File: src/design/srec_pkg.sv
// Shared types, constants and character helpers for the S-record encoder.
`timescale 1ns / 1ps
`default_nettype none

package srec_pkg;

  localparam int unsigned RECORD_BYTES = 32;
  localparam int unsigned CharW        = 7;
  localparam int unsigned TailItems    = 6;

  localparam logic [CharW-1:0] CHAR_S  = 7'h53;
  localparam logic [CharW-1:0] CHAR_1  = 7'h31;
  localparam logic [CharW-1:0] CHAR_LF = 7'h0A;

  localparam logic [CharW-1:0] HEX_DIGITS [16] = '{
    7'h30, 7'h31, 7'h32, 7'h33, 7'h34, 7'h35, 7'h36, 7'h37,
    7'h38, 7'h39, 7'h41, 7'h42, 7'h43, 7'h44, 7'h45, 7'h46
  };

  // Field of the output item being produced
  typedef enum logic [2:0] {
    SEL_HEAD,
    SEL_COUNT,
    SEL_ADDR_HI,
    SEL_ADDR_LO,
    SEL_DATA,
    SEL_CSUM,
    SEL_NEWLINE,
    SEL_TAIL
  } sel_e;

  typedef enum logic [3:0] {
    ST_IDLE,
    ST_HEAD,
    ST_COUNT,
    ST_ADDR_HI,
    ST_ADDR_LO,
    ST_DATA,
    ST_CSUM,
    ST_NEWLINE,
    ST_TAIL
  } state_e;

  typedef struct packed {
    logic       take;     // input channel ready
    logic       emit;     // load the output register
    sel_e       sel;
    logic       last;     // final item of this input
    logic       rec_end;  // record complete, update address and fill
  } ctrl_cmd_t;

  typedef struct packed {
    logic in_valid;
    logic flush_now;  // byte on the input closes a record
    logic out_free;   // output register can take an item
    logic fill_zero;
    logic data_last;
    logic full_rec;
    logic eof_pend;
    logic eot_pend;
    logic tail_last;
  } ctrl_status_t;

  typedef struct packed {
    logic [CharW-1:0] c1;
    logic [CharW-1:0] c2;
    logic [1:0]       cnt;
  } item_t;

  function automatic logic [CharW-1:0] hex_char(input logic [3:0] nib);
    return HEX_DIGITS[nib];
  endfunction

  function automatic item_t hex_pair(input logic [7:0] val);
    item_t it;
    it.c1  = hex_char(val[7:4]);
    it.c2  = hex_char(val[3:0]);
    it.cnt = 2'd2;
    return it;
  endfunction

  // Fixed end record "S9030000FC\n" as character pairs
  function automatic item_t tail_pair(input logic [2:0] idx);
    item_t it;
    unique case (idx)
      3'd0:    it = '{c1: CHAR_S, c2: 7'h39, cnt: 2'd2};
      3'd1:    it = '{c1: 7'h30, c2: 7'h33, cnt: 2'd2};
      3'd2:    it = '{c1: 7'h30, c2: 7'h30, cnt: 2'd2};
      3'd3:    it = '{c1: 7'h30, c2: 7'h30, cnt: 2'd2};
      3'd4:    it = '{c1: 7'h46, c2: 7'h43, cnt: 2'd2};
      3'd5:    it = '{c1: CHAR_LF, c2: 7'h00, cnt: 2'd1};
      default: it = '{c1: CHAR_LF, c2: 7'h00, cnt: 2'd1};
    endcase
    return it;
  endfunction

endpackage

`default_nettype wire

File: src/design/srec_byte_if.sv
// Input channel: one raw byte with file and transfer end flags.
`timescale 1ns / 1ps
`default_nettype none

interface srec_byte_if;
  logic       valid;
  logic       ready;
  logic [7:0] data_byte;
  logic       end_of_file;
  logic       end_of_transfer;

  modport source (output valid, data_byte, end_of_file, end_of_transfer, input ready);
  modport sink   (input valid, data_byte, end_of_file, end_of_transfer, output ready);
endinterface

`default_nettype wire

File: src/design/srec_char_if.sv
// Output channel: one or two ASCII characters per transfer.
`timescale 1ns / 1ps
`default_nettype none

interface srec_char_if;
  logic       valid;
  logic       ready;
  logic [6:0] char_first;
  logic [6:0] char_second;
  logic [1:0] char_count;
  logic       last_of_run;

  modport source (output valid, char_first, char_second, char_count, last_of_run,
                  input ready);
  modport sink   (input valid, char_first, char_second, char_count, last_of_run,
                  output ready);
endinterface

`default_nettype wire

File: src/design/srec_ram.sv
// Generic single-port-write, single-port-read RAM with registered read data.
`timescale 1ns / 1ps
`default_nettype none

module srec_ram #(
  parameter int unsigned Width = 8,
  parameter int unsigned Depth = 32
) (
  input  logic                                        clk_i,
  input  logic                                        wr_en_i,
  input  logic [(Depth > 1 ? $clog2(Depth) : 1)-1:0] wr_addr_i,
  input  logic [Width-1:0]                            wr_data_i,
  input  logic [(Depth > 1 ? $clog2(Depth) : 1)-1:0] rd_addr_i,
  output logic [Width-1:0]                            rd_data_o
);

  logic [Width-1:0] mem_q [Depth];
  logic [Width-1:0] rd_data_q;

  always_ff @(posedge clk_i) begin
    if (wr_en_i) begin
      mem_q[wr_addr_i] <= wr_data_i;
    end
    rd_data_q <= mem_q[rd_addr_i];
  end

  assign rd_data_o = rd_data_q;

endmodule

`default_nettype wire

File: src/design/srec_ctrl.sv
// Record sequencer: walks the fields of each record and the end record.
`timescale 1ns / 1ps
`default_nettype none

module srec_ctrl (
  input  logic                   clk_i,
  input  logic                   rst_ni,
  input  srec_pkg::ctrl_status_t status_i,
  output srec_pkg::ctrl_cmd_t    cmd_o
);
  import srec_pkg::*;

  state_e state_q, state_d;

  always_ff @(posedge clk_i or negedge rst_ni) begin
    if (!rst_ni) begin
      state_q <= ST_IDLE;
    end else begin
      state_q <= state_d;
    end
  end

  always_comb begin
    state_d = state_q;
    unique case (state_q)
      ST_IDLE: begin
        if (status_i.in_valid && status_i.flush_now) state_d = ST_HEAD;
      end
      ST_HEAD:    if (status_i.out_free) state_d = ST_COUNT;
      ST_COUNT:   if (status_i.out_free) state_d = ST_ADDR_HI;
      ST_ADDR_HI: if (status_i.out_free) state_d = ST_ADDR_LO;
      ST_ADDR_LO: begin
        if (status_i.out_free) state_d = status_i.fill_zero ? ST_CSUM : ST_DATA;
      end
      ST_DATA: begin
        if (status_i.out_free && status_i.data_last) state_d = ST_CSUM;
      end
      ST_CSUM:    if (status_i.out_free) state_d = ST_NEWLINE;
      ST_NEWLINE: begin
        if (status_i.out_free) begin
          priority if (status_i.full_rec && status_i.eof_pend) state_d = ST_HEAD;
          else if (!status_i.full_rec && status_i.eot_pend)    state_d = ST_TAIL;
          else                                                  state_d = ST_IDLE;
        end
      end
      ST_TAIL: begin
        if (status_i.out_free && status_i.tail_last) state_d = ST_IDLE;
      end
      default: state_d = ST_IDLE;
    endcase
  end

  always_comb begin
    cmd_o = '{take: 1'b0, emit: 1'b0, sel: SEL_HEAD, last: 1'b0, rec_end: 1'b0};
    unique case (state_q)
      ST_IDLE:    cmd_o.take = 1'b1;
      ST_HEAD:    begin cmd_o.emit = status_i.out_free; cmd_o.sel = SEL_HEAD;    end
      ST_COUNT:   begin cmd_o.emit = status_i.out_free; cmd_o.sel = SEL_COUNT;   end
      ST_ADDR_HI: begin cmd_o.emit = status_i.out_free; cmd_o.sel = SEL_ADDR_HI; end
      ST_ADDR_LO: begin cmd_o.emit = status_i.out_free; cmd_o.sel = SEL_ADDR_LO; end
      ST_DATA:    begin cmd_o.emit = status_i.out_free; cmd_o.sel = SEL_DATA;    end
      ST_CSUM:    begin cmd_o.emit = status_i.out_free; cmd_o.sel = SEL_CSUM;    end
      ST_NEWLINE: begin
        cmd_o.emit    = status_i.out_free;
        cmd_o.sel     = SEL_NEWLINE;
        cmd_o.rec_end = status_i.out_free;
        cmd_o.last    = status_i.full_rec ? !status_i.eof_pend : !status_i.eot_pend;
      end
      ST_TAIL: begin
        cmd_o.emit = status_i.out_free;
        cmd_o.sel  = SEL_TAIL;
        cmd_o.last = status_i.tail_last;
      end
      default: cmd_o.take = 1'b0;
    endcase
  end

endmodule

`default_nettype wire

File: src/design/srec_dpath.sv
// Datapath: byte buffer, fill, address and sum registers, field encoder, output register.
`timescale 1ns / 1ps
`default_nettype none

module srec_dpath #(
  parameter int unsigned RecordBytes = srec_pkg::RECORD_BYTES
) (
  input  logic                   clk_i,
  input  logic                   rst_ni,
  input  srec_pkg::ctrl_cmd_t    cmd_i,
  output srec_pkg::ctrl_status_t status_o,
  srec_byte_if.sink              in_chan_i,
  srec_char_if.source            out_chan_o
);
  import srec_pkg::*;

  localparam int unsigned IdxW = (RecordBytes > 1) ? $clog2(RecordBytes) : 1;
  localparam int unsigned CntW = $clog2(RecordBytes + 1);

  logic [CntW-1:0] fill_q, fill_d;
  logic [15:0]     addr_q, addr_d;
  logic [7:0]      sum_q, sum_d;
  logic            eof_q, eof_d;
  logic            eot_q, eot_d;
  logic [IdxW-1:0] rd_idx_q, rd_idx_d;
  logic [2:0]      tail_idx_q, tail_idx_d;
  logic            out_valid_q;
  item_t           out_item_q;
  logic            out_last_q;

  logic            accept;
  logic            out_free;
  logic            full_rec;
  logic [7:0]      rec_count;
  logic [7:0]      csum;
  logic [7:0]      rd_data;
  item_t           item;

  assign accept   = cmd_i.take && in_chan_i.valid;
  assign out_free = !out_valid_q || out_chan_o.ready;
  assign full_rec = (fill_q == CntW'(RecordBytes));

  assign rec_count = 8'(fill_q) + 8'd3;
  assign csum      = ~(rec_count + addr_q[15:8] + addr_q[7:0] + sum_q);

  srec_ram #(
    .Width (8),
    .Depth (RecordBytes)
  ) u_buf (
    .clk_i     (clk_i),
    .wr_en_i   (accept),
    .wr_addr_i (fill_q[IdxW-1:0]),
    .wr_data_i (in_chan_i.data_byte),
    .rd_addr_i (rd_idx_d),
    .rd_data_o (rd_data)
  );

  always_comb begin
    status_o.in_valid  = in_chan_i.valid;
    status_o.flush_now = (fill_q + CntW'(1) == CntW'(RecordBytes)) ||
                         in_chan_i.end_of_file || in_chan_i.end_of_transfer;
    status_o.out_free  = out_free;
    status_o.fill_zero = (fill_q == '0);
    status_o.data_last = (CntW'(rd_idx_q) + CntW'(1) == fill_q);
    status_o.full_rec  = full_rec;
    status_o.eof_pend  = eof_q;
    status_o.eot_pend  = eot_q;
    status_o.tail_last = (tail_idx_q == 3'(TailItems - 1));
  end

  // Field encoder
  always_comb begin
    unique case (cmd_i.sel)
      SEL_HEAD:    item = '{c1: CHAR_S, c2: CHAR_1, cnt: 2'd2};
      SEL_COUNT:   item = hex_pair(rec_count);
      SEL_ADDR_HI: item = hex_pair(addr_q[15:8]);
      SEL_ADDR_LO: item = hex_pair(addr_q[7:0]);
      SEL_DATA:    item = hex_pair(rd_data);
      SEL_CSUM:    item = hex_pair(csum);
      SEL_NEWLINE: item = '{c1: CHAR_LF, c2: 7'h00, cnt: 2'd1};
      SEL_TAIL:    item = tail_pair(tail_idx_q);
      default:     item = '{c1: CHAR_LF, c2: 7'h00, cnt: 2'd1};
    endcase
  end

  always_comb begin
    fill_d     = fill_q;
    addr_d     = addr_q;
    sum_d      = sum_q;
    eof_d      = eof_q;
    eot_d      = eot_q;
    rd_idx_d   = rd_idx_q;
    tail_idx_d = tail_idx_q;
    if (accept) begin
      fill_d = fill_q + CntW'(1);
      sum_d  = sum_q + in_chan_i.data_byte;
      eof_d  = in_chan_i.end_of_file || in_chan_i.end_of_transfer;
      eot_d  = in_chan_i.end_of_transfer;
    end
    if (cmd_i.emit && cmd_i.sel == SEL_HEAD) rd_idx_d = '0;
    if (cmd_i.emit && cmd_i.sel == SEL_DATA) rd_idx_d = rd_idx_q + IdxW'(1);
    if (cmd_i.rec_end) begin
      fill_d = '0;
      sum_d  = '0;
      if (full_rec) begin
        addr_d = addr_q + 16'(RecordBytes);
      end else begin
        addr_d = '0;
        eof_d  = 1'b0;
      end
    end
    if (cmd_i.emit && cmd_i.sel == SEL_TAIL) begin
      if (status_o.tail_last) begin
        tail_idx_d = '0;
        eot_d      = 1'b0;
      end else begin
        tail_idx_d = tail_idx_q + 3'd1;
      end
    end
  end

  always_ff @(posedge clk_i or negedge rst_ni) begin
    if (!rst_ni) begin
      fill_q      <= '0;
      addr_q      <= '0;
      sum_q       <= '0;
      eof_q       <= 1'b0;
      eot_q       <= 1'b0;
      rd_idx_q    <= '0;
      tail_idx_q  <= '0;
      out_valid_q <= 1'b0;
    end else begin
      fill_q     <= fill_d;
      addr_q     <= addr_d;
      sum_q      <= sum_d;
      eof_q      <= eof_d;
      eot_q      <= eot_d;
      rd_idx_q   <= rd_idx_d;
      tail_idx_q <= tail_idx_d;
      if (cmd_i.emit) begin
        out_valid_q <= 1'b1;
      end else if (out_chan_o.ready) begin
        out_valid_q <= 1'b0;
      end
    end
  end

  always_ff @(posedge clk_i) begin
    if (cmd_i.emit) begin
      out_item_q <= item;
      out_last_q <= cmd_i.last;
    end
  end

  assign in_chan_i.ready        = cmd_i.take;
  assign out_chan_o.valid       = out_valid_q;
  assign out_chan_o.char_first  = out_item_q.c1;
  assign out_chan_o.char_second = out_item_q.c2;
  assign out_chan_o.char_count  = out_item_q.cnt;
  assign out_chan_o.last_of_run = out_last_q;

endmodule

`default_nettype wire

File: src/design/srecord_s1_encoder.sv
// Top level of the Motorola S1 record encoder.
// After the closing byte, the sequencer enters its head state and loads the first pair into
// the output register when free. A byte that closes no record is taken while idle; a record
// of n bytes holds the input for n + 6 transfers, plus 6 for the S9 record, one per cycle unless
// the output stalls. The rate is set by the single field sequencer and the one-port buffer read.
// Reset (rst_ni low, asynchronous) clears fill, address, sum and sequencer; buffer is not reset.
`timescale 1ns / 1ps
`default_nettype none

module srecord_s1_encoder #(
  parameter int unsigned RecordBytes = srec_pkg::RECORD_BYTES
) (
  input  logic        clk_i,
  input  logic        rst_ni,
  srec_byte_if.sink   in_chan_i,
  srec_char_if.source out_chan_o
);
  import srec_pkg::*;

  // Command and status between sequencer and datapath
  ctrl_cmd_t    cmd;
  ctrl_status_t status;

  // Sequencer: holds the input while a record or the end record is streamed,
  // advancing through the fields as the output register takes their items.
  srec_ctrl u_ctrl (
    .clk_i    (clk_i),
    .rst_ni   (rst_ni),
    .status_i (status),
    .cmd_o    (cmd)
  );

  // Datapath: buffers bytes, keeps address and running sum, encodes each field as hex
  // and drives the output register, which holds each item until taken while the sequencer waits.
  srec_dpath #(
    .RecordBytes (RecordBytes)
  ) u_dpath (
    .clk_i      (clk_i),
    .rst_ni     (rst_ni),
    .cmd_i      (cmd),
    .status_o   (status),
    .in_chan_i  (in_chan_i),
    .out_chan_o (out_chan_o)
  );

endmodule

`default_nettype wire

File: src/flat_wrapper.sv
// flat-port wrapper written by rule: the top's interface ports become plain ports
module srecord_s1_encoder_flat import srec_pkg::*;
#(
  parameter int unsigned RecordBytes = srec_pkg::RECORD_BYTES
)
  (clk_i, rst_ni, in_chan_i_valid, in_chan_i_data_byte, in_chan_i_end_of_file, in_chan_i_end_of_transfer, in_chan_i_ready, out_chan_o_valid, out_chan_o_char_first, out_chan_o_char_second, out_chan_o_char_count, out_chan_o_last_of_run, out_chan_o_ready);
  srec_byte_if in_chan_i_i ();
  srec_char_if out_chan_o_i ();
  input  logic clk_i;
  input  logic rst_ni;
  input wire logic [$bits(in_chan_i_i.valid)-1:0] in_chan_i_valid;
  input wire logic [$bits(in_chan_i_i.data_byte)-1:0] in_chan_i_data_byte;
  input wire logic [$bits(in_chan_i_i.end_of_file)-1:0] in_chan_i_end_of_file;
  input wire logic [$bits(in_chan_i_i.end_of_transfer)-1:0] in_chan_i_end_of_transfer;
  output wire logic [$bits(in_chan_i_i.ready)-1:0] in_chan_i_ready;
  output wire logic [$bits(out_chan_o_i.valid)-1:0] out_chan_o_valid;
  output wire logic [$bits(out_chan_o_i.char_first)-1:0] out_chan_o_char_first;
  output wire logic [$bits(out_chan_o_i.char_second)-1:0] out_chan_o_char_second;
  output wire logic [$bits(out_chan_o_i.char_count)-1:0] out_chan_o_char_count;
  output wire logic [$bits(out_chan_o_i.last_of_run)-1:0] out_chan_o_last_of_run;
  input wire logic [$bits(out_chan_o_i.ready)-1:0] out_chan_o_ready;
  assign in_chan_i_i.valid = in_chan_i_valid;
  assign in_chan_i_i.data_byte = in_chan_i_data_byte;
  assign in_chan_i_i.end_of_file = in_chan_i_end_of_file;
  assign in_chan_i_i.end_of_transfer = in_chan_i_end_of_transfer;
  assign in_chan_i_ready = in_chan_i_i.ready;
  assign out_chan_o_valid = out_chan_o_i.valid;
  assign out_chan_o_char_first = out_chan_o_i.char_first;
  assign out_chan_o_char_second = out_chan_o_i.char_second;
  assign out_chan_o_char_count = out_chan_o_i.char_count;
  assign out_chan_o_last_of_run = out_chan_o_i.last_of_run;
  assign out_chan_o_i.ready = out_chan_o_ready;
  srecord_s1_encoder #(.RecordBytes(RecordBytes)) u_core (.clk_i(clk_i), .rst_ni(rst_ni), .in_chan_i(in_chan_i_i), .out_chan_o(out_chan_o_i));
endmodule
File: config.mk
export PLATFORM = sky130hd
export DESIGN_NAME = srecord_s1_encoder_flat
export DESIGN_NICKNAME = d
export VERILOG_FILES = /design/src/design/srec_pkg.sv /design/src/design/srec_byte_if.sv /design/src/design/srec_char_if.sv /design/src/design/srec_ram.sv /design/src/design/srec_ctrl.sv /design/src/design/srec_dpath.sv /design/src/design/srecord_s1_encoder.sv /design/src/flat_wrapper.sv
export SDC_FILE = /design/constraint.sdc
export NUM_CORES = 1
export LEC_CHECK = 0
export BUFFER_PORTS_ARGS = -buffer_cell sky130_fd_sc_hd__buf_2
export CAP_MARGIN = 20
export CORE_UTILIZATION = 50
export DETAILED_ROUTE_END_ITERATION = 8
export PLACE_DENSITY = 0.76
export SYNTH_ARGS = -nofsm -noshare
export SYNTH_HDL_FRONTEND = slang
export SYNTH_HIERARCHICAL = 1
export SYNTH_SLANG_ARGS = --single-unit
File: constraint.sdc
create_clock -name clk_i -period 5 [get_ports clk_i]
set_clock_uncertainty 0.15 [all_clocks]
set_input_delay 0.75 -clock clk_i [delete_from_list [all_inputs] [get_ports clk_i]]
set_output_delay 0.75 -clock clk_i [all_outputs]
set_load 0.01 [all_outputs]
==> flow_summary.ini <==
[outcome]
run_status = finished, final reports clean

[routing]
drt_iter0_drc = 962
drcViolationCount = 0
drtAntennaViolNets = 0
wirelength_mm = 32.7
dr.pass1.iters = 5
vias = 8782
wire_per_inst_um = 22.8
vias_per_cell = 6.13

[grt]
grt_max_degree = 66
grt_overflow = 0
grt_usage = 0.219
grt_first_pass_wirelength_mm = 50.3
grt_pass1_vias = 8605
antenna_found_initial = 0

[worst_setup_path]
path_cells = inv_1, ha_1, xor2_1, fa_1, inv_1, fa_1, a21oi_1, o21ai_0, o211ai_1, inv_1, ha_1, o221ai_1, o21ai_2, a211o_1
path_max_fanout = 12
worstSetupEndpointType = flop
cp_slowest_cell = fa_1
required_ns = 5.12
arrival_ns = 4.46
crit_top_cell = inv_1
worst-setup-path-type = reg -> reg
startpoint_type = flop
slowest_delay_ns = 0.56
reg2reg_depth = 14

[synth]
synth_top_area_cell = edfxtp_1
synthArstFlopShare = 0.125
yosysSeqAreaShare = 0.623
synth_nets = 1057
synth_top_area_share = 0.546
ys_top_cells_by_count = 272 x edfxtp_1, 80 x mux4_2, 78 x nor2_1, 69 x nand2_1
synth_edf_count = 272
yosysWarnings = 6
synth_most_common_cell = edfxtp_1
synthTopCellsByArea = edfxtp_1 55%, mux4_2 12%, dfrtp_1 6.7%, ha_1 3.3%, nor2_1 2.0%
synthCells = 994
ys_types = 78
synth_ff_type = edfxtp_1
synth-seq-cells = 320
avgSynthCellArea_um2 = 15.1
syn_area_um2 = 15000

[cts]
clk_pin_slew_ns = 0.06
postCtsHoldBufs = 0
cts-resized-gates = 0
cts.path.max_buffers = 3
htreeDepth = 2
cts_sinks = 320
cts_setup_buffers = 0
clk_latency_ns = 0.53
root_buffer = clkbuf_16
cts_buffers = 34
cts_tree = done

[power]
power_density_nw_per_um2 = 598
peakVddDrop_v = 0.000361
cellLeakagePower_nw = 5.73

[timing]
finalSetupViolCount = 0
finalCriticalPeriod_ns = 4.34
tns_ns = 0
fin_crit_sh = 0.868
slew_viol_final = 0
maxSlewHeadroom = 0.360
hold_slack_ns = 0.221
fmax_mhz = 231
worst-slew-pin-transition_ns = 0.960
rsz0062_at_grt = false
finalHoldViolCount = 0

[layout]
multiInputGateArea_um2 = 5200
n_antenna_cell = 0
nFillCells = 2198
final_cell_area_um2 = 16600
final_cells = 1433
layout-area-overhead-vs-synth_pct = 10.9
layout-drive-gt1-share = 0.204
design.final.nets = 1086
ff_latch_area_um2 = 9330

[floorplan]
die_h_um = 175
num_io_pins = 33
start_util = 0.515
dieArea_um2 = 30600
fp.coreArea_um2 = 29100
rows = 62
die_x_um = 175

[placement]
dp_cells = 1371
place_area_um2 = 15500
hpwl_mm = 21.5
port_buffers = 32
place_congestion = 0.924

[job]
maxCapViolCount = 0

[hold_path]
min_path_type = in -> async
==> area by class of cell <==
| class | instances | share of cell area |
|---|---|---|
| flip-flops and latches | 320 | 0.562 |
| multi-input cells | 576 | 0.313 |
| clock buffers | 39 | 0.0524 |
| well taps | 384 | 0.0289 |
| repair buffers | 48 | 0.0190 |
| clock inverters | 23 | 0.0148 |
| inverters | 43 | 0.00972 |
==> registers in the layout, indices dropped and copies added (netlist names) <==
| register | count |
|---|---|
| u_core/u_dpath/out_chan_o.char_count | 2 |
| u_core/u_dpath/eot_q | 1 |
| u_core/u_dpath/out_chan_o.char_first | 7 |
| u_core/u_dpath/fill_q | 6 |
| u_core/u_dpath/tail_idx_q | 3 |
| u_core/u_dpath/out_chan_o.char_second | 6 |
| u_core/u_dpath/addr_q | 11 |
| u_core/u_dpath/eof_q | 1 |
| u_core/u_dpath/sum_q | 8 |
| u_core/u_dpath/u_buf/mem_q | 256 |
| u_core/u_dpath/out_chan_o.valid | 1 |
| u_core/u_dpath/out_chan_o.last_of_run | 1 |
| u_core/u_ctrl/state_q | 4 |
| u_core/u_dpath/u_buf/rd_data_o | 8 |
| u_core/u_dpath/rd_idx_q | 5 |
==> critical path, delay by kind of cell (launching register included) <==
| kind | cells | cell delay, ns |
|---|---|---|
| AO/OA/AOI/OAI | 6 | 1.23 |
| XOR/XNOR | 1 | 0.24 |
| adder cells (fa/ha/maj) | 4 | 1.59 |
| buffers and inverters | 3 | 0.31 |
| flip-flops | 1 | 0.55 |
==> layer usage <==
layer / part of all wire / global-route usage / vias up
met5: 0 / 0 / -
met3: 0.059 / 0.0333 / 45
met2: 0.50 / 0.365 / 333
met1: 0.42 / 0.302 / 4503
li1: - / - / 3901
met4: 0.021 / 0.0616 / 0
==> path summary, 6_finish.rpt <==
path | slack (ns) | startpoint | endpoint
max in group asynchronous | 3.86 | rst_ni | u_core/u_dpath/rd_idx_q[2]
min | 0.22 | rst_ni | u_core/u_dpath/tail_idx_q[2]
max | 0.66 | u_core/u_dpath/fill_q[1] | u_core/u_dpath/out_chan_o.char_first[0]
min in group clk_i | 0.45 | u_core/u_dpath/sum_q[7] | u_core/u_dpath/sum_q[7]
max reg2reg | 0.66 | u_core/u_dpath/fill_q[1] | u_core/u_dpath/out_chan_o.char_first[0]
min reg2reg | 0.45 | u_core/u_dpath/sum_q[7] | u_core/u_dpath/sum_q[7]
==> kinds of logic (layout without fill, tap and decap cells) <==
kind of cell    Yosys count  in the layout  share of synthesized area
mux                     101            101                      0.135
buf+inv                  98            153                     0.0309
simple gates            246            246                     0.0790
xor+xnor                 32             32                     0.0201
compound gates          148            148                     0.0662
flops                   320            320                      0.623
fa+ha+maj                49             49                     0.0455
==> per-stage QoR <==
stage / power, mW / setup WS [ns] / util
after floorplan: 6.39 / 0.869 / -
final: 9.92 / 0.662 / 0.571
after detailed placement: 7.43 / 0.743 / 0.532
after global routing: 10.4 / 0.421 / 0.571
after global placement: 7.36 / 0.840 / 0.532
after CTS: 9.94 / 0.716 / 0.571
==> power breakdown <==
group,leakage (nW),total [mW],switching (mW),internal (mW)
Sequential,3.06,3.45,0.281,3.17
Clock,0.550,2.49,1.06,1.43
Combinational,2.12,3.98,2.19,1.79
==> layout by cell type (no fill, tap or decap), drive strengths merged, types with 8 or more instances in the layout <==
cell type	n
clkinv	16
dfxtp	8
mux4	80
ha	40
nor3	11
buf	48
edfxtp	272
o211ai	10
o21ai	34
mux2	9
a21oi	39
xnor2	16
mux2i	12
dfrtp	40
nand2b	9
nand2	69
fa	9
nor2	78
clkbuf	39
nand3	28
inv	47
xor2	15
No activity file was read; power rests on OpenSTA's default activity.
